**src/rtl/fsp_pkg.sv**
```systemverilog
// Shared types, constants and byte-class decode for the FASTA record parser.
package fsp_pkg;

    localparam int FSP_POS_BITS   = 32;
    localparam int FSP_FIFO_DEPTH = 4;

    localparam logic [7:0] CHAR_GT    = 8'h3E;
    localparam logic [7:0] CHAR_LF    = 8'h0A;
    localparam logic [7:0] CHAR_TAB   = 8'h09;
    localparam logic [7:0] CHAR_FF    = 8'h0C;
    localparam logic [7:0] CHAR_CR    = 8'h0D;
    localparam logic [7:0] CHAR_SPACE = 8'h20;
    localparam logic [7:0] CHAR_ZERO  = 8'h30;
    localparam logic [7:0] CHAR_NINE  = 8'h39;
    localparam logic [7:0] CHAR_LC_A  = 8'h61;
    localparam logic [7:0] CHAR_LC_Z  = 8'h7A;
    localparam logic [7:0] CASE_DIFF  = 8'h20;

    typedef enum logic [2:0] {
        KIND_HDR_BYTE = 3'd0,
        KIND_HDR_END  = 3'd1,
        KIND_BASE     = 3'd2,
        KIND_REC_END  = 3'd3,
        KIND_BAD      = 3'd4,
        KIND_RANGE    = 3'd5
    } fsp_kind_t;

    typedef enum logic [2:0] {
        PH_START     = 3'd0,
        PH_HEADER    = 3'd1,
        PH_SEQ_START = 3'd2,
        PH_SEQ       = 3'd3,
        PH_DONE      = 3'd4,
        PH_ERROR     = 3'd5
    } fsp_phase_t;

    typedef enum logic [1:0] {
        CLS_BAD = 2'd0,
        CLS_NT  = 2'd1,
        CLS_WS  = 2'd2,
        CLS_AMB = 2'd3
    } fsp_class_t;

    typedef enum logic [1:0] {
        CFG_ALLOW_AMBIGUOUS = 2'd0,
        CFG_RANGE_FROM      = 2'd1,
        CFG_RANGE_LENGTH    = 2'd2
    } fsp_cfg_index_t;

    typedef struct packed {
        logic        allow_ambiguous;
        logic [31:0] range_from;
        logic [31:0] range_length;
    } fsp_cfg_t;

    typedef struct packed {
        fsp_kind_t   kind;
        logic [7:0]  char_out;
        logic [31:0] base_position;
    } fsp_result_t;

    function automatic logic fsp_is_space(input logic [7:0] c);
        return (c == CHAR_SPACE) || (c == CHAR_TAB) || (c == CHAR_LF) ||
               (c == CHAR_FF) || (c == CHAR_CR);
    endfunction

    function automatic fsp_class_t fsp_classify(input logic [7:0] c);
        logic [7:0] u;
        fsp_class_t cls;
        u = ((c >= CHAR_LC_A) && (c <= CHAR_LC_Z)) ? (c - CASE_DIFF) : c;
        unique case (u)
            "A", "C", "G", "T", "N", "X":                     cls = CLS_NT;
            "B", "D", "H", "K", "M", "R", "S", "V", "W", "Y": cls = CLS_AMB;
            default:                                          cls = CLS_BAD;
        endcase
        // Tabs, line breaks, spaces and digits are skipped inside a sequence.
        if (fsp_is_space(c) || ((c >= CHAR_ZERO) && (c <= CHAR_NINE))) begin
            cls = CLS_WS;
        end
        return cls;
    endfunction

endpackage

```
**src/rtl/fsp_core.sv**
```systemverilog
// Parser state and per-byte decode producing up to two results per word.
module fsp_core #(
    parameter int POS_BITS = fsp_pkg::FSP_POS_BITS
) (
    input  logic                 aclk,
    input  logic                 aresetn,
    input  logic                 accept,
    input  logic [7:0]           byte_in,
    input  logic                 end_of_input,
    input  fsp_pkg::fsp_cfg_t    cfg,
    output logic [1:0]           push_cnt,
    output fsp_pkg::fsp_result_t res0,
    output fsp_pkg::fsp_result_t res1
);
    import fsp_pkg::*;

    // Compare width: holds the saturated count and from + length - 1 without wrap.
    localparam int CW = (POS_BITS > 33) ? POS_BITS : 33;

    fsp_phase_t          phase_reg, phase_next;
    logic                prev_nl_reg, prev_nl_next;
    logic [POS_BITS-1:0] pos_reg, pos_next;

    logic [CW-1:0]       pos_ext, inc_ext, range_last;
    logic [POS_BITS-1:0] pos_inc;
    logic                range_on, too_short, base_keep, is_space;
    fsp_class_t          cls;
    fsp_result_t         end_res;

    // Outcome of a sequence byte.
    logic                seq_prev, seq_end, seq_v0, seq_v1;
    fsp_result_t         seq_r0, seq_r1;
    fsp_phase_t          seq_phase;
    logic                seq_nl;
    logic [POS_BITS-1:0] seq_pos;

    logic                take_seq, pre_v, tail_v;
    fsp_result_t         pre_r, tail_r;

    assign range_on   = (cfg.range_length != 32'd0);
    assign range_last = CW'(cfg.range_from) + CW'(cfg.range_length) - CW'(1);
    assign pos_ext    = CW'(pos_reg);
    assign pos_inc    = (pos_reg == {POS_BITS{1'b1}}) ? pos_reg : pos_reg + POS_BITS'(1);
    assign inc_ext    = CW'(pos_inc);
    assign too_short  = (cfg.range_from == 32'd0) || (pos_ext < range_last);
    assign base_keep  = !range_on ||
                        ((inc_ext >= CW'(cfg.range_from)) && (inc_ext <= range_last));
    assign cls        = fsp_classify(byte_in);
    assign is_space   = fsp_is_space(byte_in);

    always_comb begin
        end_res.kind          = (range_on && too_short) ? KIND_RANGE : KIND_REC_END;
        end_res.char_out      = 8'd0;
        end_res.base_position = pos_ext[31:0];
    end

    // Sequence byte: a '>' after a newline closes the record.
    always_comb begin
        seq_prev  = (phase_reg == PH_SEQ) ? prev_nl_reg : 1'b1;
        seq_end   = seq_prev && (byte_in == CHAR_GT);
        seq_v0    = 1'b0;
        seq_v1    = 1'b0;
        seq_r0    = end_res;
        seq_r1    = '{kind: KIND_HDR_BYTE, char_out: byte_in, base_position: 32'd0};
        seq_phase = PH_SEQ;
        seq_nl    = (byte_in == CHAR_LF);
        seq_pos   = pos_reg;
        if (seq_end) begin
            seq_v0    = 1'b1;
            seq_v1    = !range_on;
            seq_phase = range_on ? PH_DONE : PH_HEADER;
            seq_nl    = 1'b1;
            seq_pos   = '0;
        end else if ((cls == CLS_NT) || ((cls == CLS_AMB) && cfg.allow_ambiguous)) begin
            seq_v0    = base_keep;
            seq_r0    = '{kind: KIND_BASE, char_out: byte_in,
                          base_position: inc_ext[31:0]};
            seq_pos   = pos_inc;
        end else if (cls != CLS_WS) begin
            seq_v0    = 1'b1;
            seq_r0    = '{kind: KIND_BAD, char_out: byte_in, base_position: 32'd0};
            seq_phase = PH_ERROR;
            seq_nl    = prev_nl_reg;
        end
    end

    // Which part of the decode applies in the current phase.
    always_comb begin
        take_seq = 1'b0;
        pre_v    = 1'b0;
        tail_v   = 1'b0;
        pre_r    = '{kind: KIND_HDR_END, char_out: 8'd0, base_position: 32'd0};
        tail_r   = end_res;
        unique case (phase_reg)
            PH_START: begin
                if (!end_of_input && !is_space) begin
                    pre_v = 1'b1;
                    if (byte_in == CHAR_GT) begin
                        pre_r = '{kind: KIND_HDR_BYTE, char_out: byte_in,
                                  base_position: 32'd0};
                    end else begin
                        take_seq = 1'b1;
                    end
                end
            end
            PH_HEADER: begin
                pre_v = 1'b1;
                if (end_of_input) begin
                    tail_v = 1'b1;
                end else if (byte_in != CHAR_LF) begin
                    pre_r = '{kind: KIND_HDR_BYTE, char_out: byte_in,
                              base_position: 32'd0};
                end
            end
            PH_SEQ_START: begin
                if (end_of_input) begin
                    tail_v = 1'b1;
                end else if (!is_space) begin
                    take_seq = 1'b1;
                end
            end
            PH_SEQ: begin
                if (end_of_input) begin
                    tail_v = 1'b1;
                end else begin
                    take_seq = 1'b1;
                end
            end
            default: ;
        endcase
    end

    // Next state.
    always_comb begin
        phase_next   = phase_reg;
        prev_nl_next = prev_nl_reg;
        pos_next     = pos_reg;
        if (take_seq) begin
            phase_next   = seq_phase;
            prev_nl_next = seq_nl;
            pos_next     = seq_pos;
        end else if (tail_v || ((phase_reg == PH_START) && end_of_input)) begin
            phase_next = PH_DONE;
            if (tail_v) begin
                prev_nl_next = 1'b1;
                pos_next     = '0;
            end
        end else if (pre_v && (phase_reg == PH_START)) begin
            phase_next = PH_HEADER;
        end else if (pre_v && (phase_reg == PH_HEADER) && (byte_in == CHAR_LF)) begin
            phase_next   = PH_SEQ_START;
            prev_nl_next = 1'b1;
        end
    end

    // Results, packed into the first free slots.
    always_comb begin
        logic       v1, v2;
        logic [1:0] cnt;
        v1 = take_seq ? seq_v0 : tail_v;
        v2 = take_seq ? seq_v1 : 1'b0;
        if (pre_v) begin
            res0 = pre_r;
            res1 = take_seq ? seq_r0 : tail_r;
        end else begin
            res0 = take_seq ? seq_r0 : tail_r;
            res1 = seq_r1;
        end
        cnt      = 2'(pre_v) + 2'(v1) + 2'(v2);
        push_cnt = accept ? cnt : 2'd0;
    end

    always_ff @(posedge aclk) begin
        if (!aresetn) begin
            phase_reg   <= PH_START;
            prev_nl_reg <= 1'b1;
            pos_reg     <= '0;
        end else if (accept) begin
            phase_reg   <= phase_next;
            prev_nl_reg <= prev_nl_next;
            pos_reg     <= pos_next;
        end
    end

endmodule

```
**src/rtl/fsp_out_fifo.sv**
```systemverilog
// Result queue that takes up to two results per cycle and delivers one.
module fsp_out_fifo (
    input  logic                 aclk,
    input  logic                 aresetn,
    input  logic [1:0]           push_cnt,
    input  fsp_pkg::fsp_result_t push0,
    input  fsp_pkg::fsp_result_t push1,
    input  logic                 pop,
    output logic                 room2,
    output logic                 head_valid,
    output fsp_pkg::fsp_result_t head
);
    import fsp_pkg::*;

    localparam int AW = $clog2(FSP_FIFO_DEPTH);
    localparam int CNT_W = AW + 1;

    fsp_result_t      mem_reg [FSP_FIFO_DEPTH];
    logic [AW-1:0]    wr_ptr_reg, wr_ptr_next, rd_ptr_reg, rd_ptr_next;
    logic [CNT_W-1:0] count_reg, count_next;
    logic [AW-1:0]    wr_ptr_plus1;

    assign wr_ptr_plus1 = wr_ptr_reg + AW'(1);
    assign head_valid   = (count_reg != '0);
    assign head         = mem_reg[rd_ptr_reg];
    // Accept a word only when a two-result word still fits.
    assign room2        = (count_reg <= CNT_W'(FSP_FIFO_DEPTH - 2));

    always_comb begin
        wr_ptr_next = wr_ptr_reg + AW'(push_cnt);
        rd_ptr_next = rd_ptr_reg + AW'(pop);
        count_next  = count_reg + CNT_W'(push_cnt) - CNT_W'(pop);
    end

    always_ff @(posedge aclk) begin
        if (push_cnt != 2'd0) begin
            mem_reg[wr_ptr_reg] <= push0;
        end
        if (push_cnt == 2'd2) begin
            mem_reg[wr_ptr_plus1] <= push1;
        end
    end

    always_ff @(posedge aclk) begin
        if (!aresetn) begin
            wr_ptr_reg <= '0;
            rd_ptr_reg <= '0;
            count_reg  <= '0;
        end else begin
            wr_ptr_reg <= wr_ptr_next;
            rd_ptr_reg <= rd_ptr_next;
            count_reg  <= count_next;
        end
    end

endmodule

```
**src/rtl/fasta_record_parser.sv**
```systemverilog
// Top level of the FASTA record parser: configuration registers, parser and result queue.
//
// The s_ channel carries one word per byte of FASTA text; s_tuser set marks end of
// file, and the byte is then ignored. The m_ channel returns tagged results: m_tuser
// holds the kind (header byte, header end, base, record end, bad character, range
// error), m_tdata the character and the 1-based base position or record length.
// The registers allow_ambiguous, range_from and range_length are written through
// cfg_wr_en, cfg_index and cfg_wdata; the user must do so only while the stream is
// idle, which the block itself does not enforce.
// Every accepted byte is decoded in the cycle it arrives and its results enter a
// four-entry queue; m_ presents the results from the queue registers, in order.
// The parser takes one byte per cycle as long as each byte yields at most one
// result and the receiver keeps up; a byte yielding two results leaves an extra
// result in the queue, which drains through the single-result output port.
// s_tready is high while the queue has room for two results, so a stalled
// receiver holds results in the queue and the input stops once it holds more than two.
// Reset empties the queue, returns the parser to skipping leading whitespace and
// loads allow_ambiguous = 1, range_from = 1, range_length = 0.
module fasta_record_parser #(
    parameter int POS_BITS = fsp_pkg::FSP_POS_BITS
) (
    input  logic        aclk,
    input  logic        aresetn,
    input  logic        s_tvalid,
    output logic        s_tready,
    input  logic [7:0]  s_tdata,   // [7:0] byte_in
    input  logic        s_tuser,   // [0] end_of_input
    output logic        m_tvalid,
    input  logic        m_tready,
    output logic [39:0] m_tdata,   // [7:0] char_out, [39:8] base_position
    output logic [2:0]  m_tuser,   // [2:0] kind
    input  logic        cfg_wr_en,
    input  logic [1:0]  cfg_index,
    input  logic [31:0] cfg_wdata
);
    import fsp_pkg::*;

    fsp_cfg_t    cfg_reg, cfg_next;
    logic        accept, room2, head_valid;
    logic [1:0]  push_cnt;
    fsp_result_t res0, res1, head;

    assign accept   = s_tvalid && s_tready;
    assign s_tready = room2;
    assign m_tvalid = head_valid;
    assign m_tdata  = {head.base_position, head.char_out};
    assign m_tuser  = head.kind;

    always_comb begin
        cfg_next = cfg_reg;
        if (cfg_wr_en) begin
            unique case (fsp_cfg_index_t'(cfg_index))
                CFG_ALLOW_AMBIGUOUS: cfg_next.allow_ambiguous = cfg_wdata[0];
                CFG_RANGE_FROM:      cfg_next.range_from      = cfg_wdata;
                CFG_RANGE_LENGTH:    cfg_next.range_length    = cfg_wdata;
                default: ;
            endcase
        end
    end

    always_ff @(posedge aclk) begin
        if (!aresetn) begin
            cfg_reg.allow_ambiguous <= 1'b1;
            cfg_reg.range_from      <= 32'd1;
            cfg_reg.range_length    <= 32'd0;
        end else begin
            cfg_reg <= cfg_next;
        end
    end

    fsp_core #(
        .POS_BITS(POS_BITS)
    ) u_core (
        .aclk        (aclk),
        .aresetn     (aresetn),
        .accept      (accept),
        .byte_in     (s_tdata),
        .end_of_input(s_tuser),
        .cfg         (cfg_reg),
        .push_cnt    (push_cnt),
        .res0        (res0),
        .res1        (res1)
    );

    fsp_out_fifo u_out_fifo (
        .aclk      (aclk),
        .aresetn   (aresetn),
        .push_cnt  (push_cnt),
        .push0     (res0),
        .push1     (res1),
        .pop       (m_tvalid && m_tready),
        .room2     (room2),
        .head_valid(head_valid),
        .head      (head)
    );

endmodule

```
**config.mk**
```make
export PLATFORM = sky130hd
export DESIGN_NAME = fasta_record_parser
export DESIGN_NICKNAME = d
export VERILOG_FILES = /design/src/rtl/fsp_pkg.sv /design/src/rtl/fsp_core.sv /design/src/rtl/fsp_out_fifo.sv /design/src/rtl/fasta_record_parser.sv
export SDC_FILE = /design/constraint.sdc
export NUM_CORES = 1
export LEC_CHECK = 0
export BUFFER_PORTS_ARGS = -buffer_cell sky130_fd_sc_hd__clkbuf_2
export CAP_MARGIN = 20
export CORE_MARGIN = 5
export CORE_UTILIZATION = 50
export DETAILED_ROUTE_END_ITERATION = 10
export PLACE_DENSITY = 0.77
export SETUP_SLACK_MARGIN = 0.5
export SLEW_MARGIN = 20
export SYNTH_ARGS = -nofsm -noshare
export SYNTH_HDL_FRONTEND = slang
export SYNTH_SLANG_ARGS = --single-unit
```
**constraint.sdc**
```tcl
create_clock -name aclk -period 8.5 [get_ports aclk]
set_input_delay 1.7 -clock aclk [delete_from_list [all_inputs] [get_ports aclk]]
set_output_delay 1.7 -clock aclk [all_outputs]
set_load 0.005 [all_outputs]
```
==> results summary, run 1 <==
After synthesis, flip-flops and latches occupy 39.47% of the total area. The final clock period utilization by the worst path is 89.39%. The largest single stage delay on the critical path is 0.62 ns.

The path class of the tightest hold or removal check is flip-flop to flip-flop. In this run, post-CTS repair resized a total of 0 instances. The root buffer cell chosen for the clock tree is clkbuf_16. Data on the critical path arrives at its endpoint at 7.90 ns. Dividing the detail-routed via count by the number of cells gives 5.960.

The worst setup path is launched from a flip-flop. The final count of hold timing violations came to 0. The final routed wirelength across all metal layers is 46.57 mm. Clock latency on the worst-skew pair, taken at its later pin, is 0.58 ns.

The cell with the biggest individual delay on the critical path is fa_1. The net count of the finished layout is 2197. The minimum setup slack after placement is 0.8046 ns. For this run, the number of Yosys warnings is 0.

The first global-routing pass estimated 75.29 mm of wire. The post-synthesis instance total is 1944. The relative contribution of combinational cells to total power is 31.6%.

For met3 alone, demand over resource in global routing was 2.699%. The most prevalent standard cell on the critical path is a21oi_1. The remaining number of nets flagged by the antenna check after routing is 0. The startpoint identified for the worst hold timing path is cfg_reg[9]$_SDFFE_PN0P_. The slew at the pin with the worst max-slew slack came out at 0.9672 ns. The count of port buffers added during placement came out at 92. The type of the worst setup path is flip-flop to flip-flop. The endpoint identified for the worst register-to-register timing path is u_out_fifo.mem_reg[0][2]$_DFFE_PP_. The mean instance size in the synthesized netlist came out at 9.549 µm². The maximum net fanout on the critical path came out at 12. The smallest clock period supported by the final layout is computed as 7.598 ns. The starting utilization of the core area came out at 50.70%. In this run the most used layer during global routing was met2. The residual overflow from global routing came out at 0.

Summed over all cells, the static leakage comes to 8.234 nW. The startpoint of the worst register-to-register path is cfg_reg[33]$_SDFFE_PN0P_. Measured against its own limit, the worst slew margin works out to 34.98%. The sequential cell area in the final layout is 7330 µm². The worst-case hold path end point is cfg_reg[9]$_SDFFE_PN0P_.

In the final routed layout, each cell accounts on average for 18.81 µm. The number of enable-type register cells in the synthesized netlist is 172. Across every metal layer, demand over resource in global routing totals 22.23%. The floorplan has 70 rows. The met1 global-route usage is 31.96%. The number of clock sinks seen by CTS came out at 280. In this run, the clock network consumes 31.5% of the power. The TritonCTS buffer count came out at 30. The global placement routability congestion is 0.9341. The die is 202.7 µm tall.

Cells with a size suffix above 1 make up 13.20% of the layout. The reg2reg setup slack came out at 0.90 ns. When the netlist entered floorplanning its net count stood at 2157. Power spread over the standard cell area amounts to 217.7 nW/µm².

The cell count of the worst hold path is 2. The die outline width is 202.7 µm. In this run the post-CTS setup repair buffer count came out at 0. Data on the critical path is required at its endpoint by 8.80 ns. Setup repair after global routing left no endpoint under its margin.

The I/O pin total is 93. The count of vias placed by the detailed router came out at 14750. The floorplan die area is 41080 µm². The maximum ir drop on the vdd rail came out at 0.0001863 V. The number of max-slew violations in the final report came out at 0. The switching power of the nets is 1.438 mW. The combined area of the multi-input logic cells came out at 10210 µm². The flow ran to the end, and the final reports show no timing, DRC or antenna violations. The primary flip-flop cell chosen by synthesis mapping is edfxtp_1. The number of antenna violations at the first check in global routing was 0. The final setup skew came out at 0.01382 ns. The count of inserted antenna diode cells is 0. The flip-flop count of the largest register after layout is 172. In this run, distinct cell masters in the synthesized netlist total 96. The longest clock path from root to sink contains 3 buffers. The H-tree depth is 1. The number of global-route vias before repair is 14260. The internal portion of total power is 3.010 mW. The post-synthesis async set-or-reset flop share came out at 0%. The tool flagged a number of max-cap violations equal to 0. The worst-case setup margin in the final layout came out at 0.9022 ns. For the final routed database, the setup TNS stands at 0 ns. Net switching is 32.32% of the power. The half-perimeter wire length of the detailed placement result came out at 33.69 mm. The layout filler cell count came out at 3145. The DRC violations left came out at 0. The TritonCTS clock tree is built. The detailed-router iteration count before antenna repair is 6. The first routing iteration left 1327 violations. The mapped netlist covers 18560 µm².

The clock-pin slew on the worst setup and hold paths came out at 0.06 ns. The met2 capacity usage during global routing came out at 36.01%. The number of buffers inserted for hold repair after clock tree synthesis came out at 0. The post-synthesis sequential element count is 280. The endpoint type of the worst setup path is a flip-flop. The area of the placeable core came out at 36610 µm².

The sequential fraction of design power came out at 36.8%. The maximum frequency from static timing analysis is 0.1316 GHz. The largest net degree at the start of global routing came out at 109. The worst register-to-register path has a depth of 28.

The total setup violations reported at the end of the flow came out at 0. The area added between synthesis and finish is 10.07%.
## how the worst max path moves through the flow
stage,start,to,slack [ns],cells after the start
3_3_place_gp,cfg_reg[33]$_SDFFE_PN0P_,u_out_fifo.mem_reg[1][1]$_DFFE_PP_,1.15,27
6_report,cfg_reg[33]$_SDFFE_PN0P_,u_out_fifo.mem_reg[0][2]$_DFFE_PP_,0.90,28
2_1_floorplan,cfg_reg[33]$_SDFFE_PN0P_,u_out_fifo.mem_reg[2][0]$_DFFE_PP_,0.91,24
4_1_cts,cfg_reg[33]$_SDFFE_PN0P_,u_out_fifo.mem_reg[1][4]$_DFFE_PP_,0.72,29
3_5_place_dp,cfg_reg[33]$_SDFFE_PN0P_,u_out_fifo.mem_reg[1][5]$_DFFE_PP_,0.80,29
5_1_grt,cfg_reg[33]$_SDFFE_PN0P_,u_out_fifo.mem_reg[0][5]$_DFFE_PP_,0.52,28
## through the flow
| step | cells | util [%] | total power [mW] | hold slack, ns | area, µm² |
|---|---|---|---|---|---|
| floorplan | 1944 | - | 2.622 | 0.4562 | 18570 |
| global placement | 2419 | 52.76 | 3.016 | 0.4721 | 19320 |
| detailed placement | 2420 | 52.81 | 3.062 | 0.4760 | 19330 |
| CTS | 2475 | 55.75 | 4.465 | 0.4838 | 20410 |
| global route | 2475 | 55.81 | 4.681 | 0.5097 | 20430 |
| finish | 2475 | 55.81 | 4.448 | 0.4825 | 20430 |
## synthesized netlist by cell type (10+ instances only)
library cell | n | share of area [%]
nor4_1 | 23 | 0.78
xnor2_1 | 43 | 2.0
ha_1 | 162 | 11
a211oi_1 | 10 | 0.40
a21oi_1 | 83 | 2.2
o21ai_0 | 56 | 1.5
o211ai_1 | 12 | 0.49
nor2b_1 | 15 | 0.51
nor2_1 | 183 | 3.7
nor3_1 | 34 | 0.92
nand3_1 | 47 | 1.3
a21o_1 | 30 | 1.2
nand2_1 | 211 | 4.3
clkbuf_1 | 63 | 1.3
a22o_1 | 10 | 0.47
dfxtp_1 | 108 | 12
and2_1 | 37 | 1.2
o21a_1 | 20 | 0.81
nor3b_1 | 11 | 0.44
a21boi_0 | 86 | 3.5
nand4_1 | 25 | 0.84
a21boi_1 | 11 | 0.44
buf_2 | 23 | 0.62
edfxtp_1 | 172 | 28
nand2b_1 | 18 | 0.61
a22oi_1 | 20 | 0.81
xor2_1 | 29 | 1.4
inv_1 | 164 | 3.3
and3_1 | 10 | 0.34
mux4_2 | 43 | 5.2
## layout make-up
cell class / count / share of cell area [%]
Clock buffer: 38 / 4.072
Multi-Input combinational cell: 1395 / 49.96
Tap cell: 468 / 2.866
Clock inverter: 17 / 1.194
Timing Repair Buffer: 111 / 2.988
Sequential cell: 280 / 35.87
Inverter: 166 / 3.050
## cells by family (layout without fill, tap and decap cells)
| group | Yosys count | in the layout | synth area share, % |
|---|---|---|---|
| simple gates | 679 | 679 | 18.00 |
| fa+ha+maj | 166 | 166 | 11.30 |
| compound gates | 419 | 419 | 15.66 |
| xor+xnor | 76 | 76 | 3.748 |
| flops | 280 | 280 | 39.47 |
| mux | 55 | 55 | 5.884 |
| buf+inv | 269 | 332 | 5.938 |
## routing by layer
metal	wire length (µm)	vias up
li1	-	7042
met1	20600	7049
met2	21370	578
met3	3304	83
met4	1293	0
met5	0	-
## critical path, delay by kind of cell, from the launching register on
family / cells / cell delay (ns)
and+or+nand+nor: 6 / 1.39
adders and majority gates: 5 / 1.87
xor gates and xnor gates: 2 / 0.66
DFF: 1 / 0.35
AOI/OAI and AO/OA: 13 / 2.93
buffers and inverters: 2 / 0.12
## power groups by stage
| stage | sequential [mW] | clock, mW | combinational [mW] |
|---|---|---|---|
| after global placement | 1.66 | 0 | 1.36 |
| after detailed placement | 1.66 | 0 | 1.40 |
| after global routing | 1.65 | 1.49 | 1.55 |
| final | 1.64 | 1.40 | 1.41 |
| after floorplan | 1.65 | 0 | 0.975 |
| after CTS | 1.64 | 1.42 | 1.41 |
## layout by cell type (no fill, tap or decap), types with 31 or more instances in the layout
cell	count
clkbuf_2	92
xnor2_1	42
nor2_1	181
inv_1	164
o21ai_0	56
a21oi_1	82
nand3_1	46
mux4_2	43
edfxtp_1	172
ha_1	162
nand2_1	209
nor3_1	33
and2_1	37
clkbuf_16	31
a21boi_0	86
dfxtp_1	106
Note: power is estimated with default switching activity, not from simulation.
==> run 2: changes to the inputs <==
- CTS_BUF_LIST: unset -> sky130_fd_sc_hd__clkbuf_16
- CTS_CLUSTER_SIZE: unset -> 30
- TNS_END_PERCENT: unset -> 30
==> results summary, run 2 (synthesized netlist as in run 1, its figures left out) <==
The run finished with clean final reports. The count of vias placed by the detailed router is 14570. On the worst path, the slowest cell contributes a delay of 0.62 ns.

The H-tree depth is 1. The total setup violations reported at the end of the flow is 0. STA puts the critical path data arrival time at 7.74 ns. The floorplan step defined a core boundary enclosing 36610 µm².

The startpoint identified for the worst register-to-register timing path is cfg_reg[33]$_SDFFE_PN0P_. The proportion of power drawn by the clock network is 28.8%. The number of setup buffers added after CTS is 0. The analysis attributes to cell leakage a power of 8.182 nW. The worst path required time is 8.79 ns. Setup repair after global routing left no endpoint under its margin. The startpoint identified for the worst hold timing path is cfg_reg[26]$_SDFFE_PN0P_. The type of the worst setup path is flip-flop to flip-flop.

TritonCTS built the clock tree. The aggregate negative setup slack came out at 0 ns. In the final design database the tool counted 2195 nets. The largest net degree at the start of global routing is 109.

The minimum period implied by the final worst setup slack came out at 7.451 ns. In the layout the commonest cells are nand2_1, nor2_1, edfxtp_1. The global-route wire length before repair is 74.00 mm. Cell internal power was estimated by the tool at 2.838 mW.

The remaining number of nets flagged by the antenna check after routing came out at 0. The initial detailed-routing violation count is 1220. The total power of the final layout came out at 4.253 mW.

The switching power of the nets is 1.416 mW. The mean number of vias per cell is 5.889. The count of cells in the finished layout, fillers not included, comes to 2474. The vertical die dimension came out at 202.7 µm. The maximum net fanout on the critical path came out at 12. The timing startpoint of the critical path is cfg_reg[33]$_SDFFE_PN0P_. The starting utilization of the core area is 50.70%.

The I/O pin total is 93. Per report_power, the combinational group accounts for 32.8% of the total. The max-slew headroom at the worst pin came out at 34.98%. The first detailed-routing pass ran for 5 iterations. CTS saw 280 sinks. The die covers 41080 µm². The number of global-route vias before repair was 14150. The total overflow left after global routing is 0. The library cell used most frequently in the layout, excluding fill and tap cells, is nand2_1. Clock-pin slew was measured on the worst setup and hold paths at 0.06 ns. The deepest clock path buffer count is 3.

The final setup skew came out at 0.01361 ns. The worst hold slack is 0.4853 ns. The half-perimeter wire length of the detailed placement result is 32.90 mm. The clock latency on the worst-skew pair came out at 0.56 ns.

The power density over cell area came out at 210.0 nW/µm². The count of port buffers added during placement came out at 92. Across every metal layer, demand over resource in global routing totals 21.70%. On the critical path, the stage with the largest delay is an instance of fa_1. The final count of hold timing violations came out at 0. Wires add up to 45.60 mm.

The die outline width is 202.7 µm. The maximum ir drop on the vdd rail came out at 0.0001510 V. The global placement routability congestion came out at 0.9251. For the pin with the worst max-slew slack, the measured transition is 0.9752 ns. The number of max-slew violations in the final report was 0.

The library cell used as clock root buffer is clkbuf_16. The maximum frequency from static timing analysis is 0.1342 GHz. The number of cell rows is 70. Sequential cells account for 38.5% of the total power.

The switching portion of total power is 33.29%. The worst path uses 87.65% of the clock period. The worst setup path is launched from a flip-flop.

The cell count after placement is 2418. The area growth from synthesis to layout is 9.126%. The post-route netlist has 12.91% of its cells at a drive strength greater than 1. Max-cap violations in this run came to 0. The register with the most flip-flops in the layout has 172 of them.

After detailed routing, the average wire length per cell comes to 18.43 µm. The number of antenna violations at the first check in global routing came out at 0. 0 antenna diodes ended up in the layout. The TritonCTS buffer count is 30. The DRC violations left is 0. The endpoint type of the worst setup path is a flip-flop. The worst hold path belongs to the class flip-flop to flip-flop.
[run 2: cell types whose count changed in the layout (fill, tap and decap cells not counted), sizes merged]
| cell | change |
|---|---|
| clkinvlp | +2 |
| buf | -2 |
| clkinv | +4 |
| clkbuf | -6 |
| bufinv | -5 |
| inv | +6 |
[run 2: repair_timing]
action / in CTS / in global routing
endpoints found under the setup margin: 0 / 43
gates resized for setup: 0 / 3
hold buffers: 0 / 0
[run 2: cell type report]
cell class	instances	area, µm²
repair buffers	109	595.6
inverters	166	623.1
multi-input cells	1395	10190
clock inverters	24	128.9
well taps	468	585.6
fillers	3173	16350
clock buffers	32	800.8
flip-flops and latches	280	7330
[run 2: worst max-delay path: cells and delay by family, from the launching register on]
family,cells,cell delay [ns]
AO/OA/AOI/OAI,9,2.46
AND/OR/NAND/NOR,8,1.93
adder cells (fa/ha/maj),5,1.85
XOR/XNOR,2,0.46
flip-flops,1,0.35
buffers and inverters,2,0.12
[run 2: worst paths after layout]
path	slack (ns)	endpoint	depth (start not counted)
hold reg to reg	0.49	cfg_reg[26]$_SDFFE_PN0P_	2
setup / recovery	1.05	u_out_fifo.mem_reg[3][1]$_DFFE_PP_	26
setup reg to reg	1.05	u_out_fifo.mem_reg[3][1]$_DFFE_PP_	26
hold / removal	0.49	cfg_reg[26]$_SDFFE_PN0P_	2
[run 2: layer usage]
metal	track usage, %	wire, µm	vias up
met2	33.92	20570	542
li1	-	-	7029
met4	6.402	1351	0
met3	4.041	3588	89
met5	0	0	-
met1	31.00	20090	6909
[run 2: stage by stage]
step                area, µm²  util, %  worst slack (ns)
floorplan               18570        -            0.1481
global placement        19290    52.70             1.132
detailed placement      19310    52.75            0.9219
CTS                     20240    55.29            0.8927
global route            20260    55.33            0.6006
finish                  20260    55.33             1.049
[run 2: power by group through the flow]
| stage | Clock (mW) | Sequential, mW | Combinational (mW) |
|---|---|---|---|
| 2_1_floorplan | 0 | 1.65 | 0.974 |
| 6_report | 1.22 | 1.64 | 1.39 |
| 4_1_cts | 1.24 | 1.64 | 1.40 |
| 5_1_grt | 1.31 | 1.65 | 1.54 |
| 3_3_place_gp | 0 | 1.66 | 1.35 |
| 3_5_place_dp | 0 | 1.66 | 1.39 |
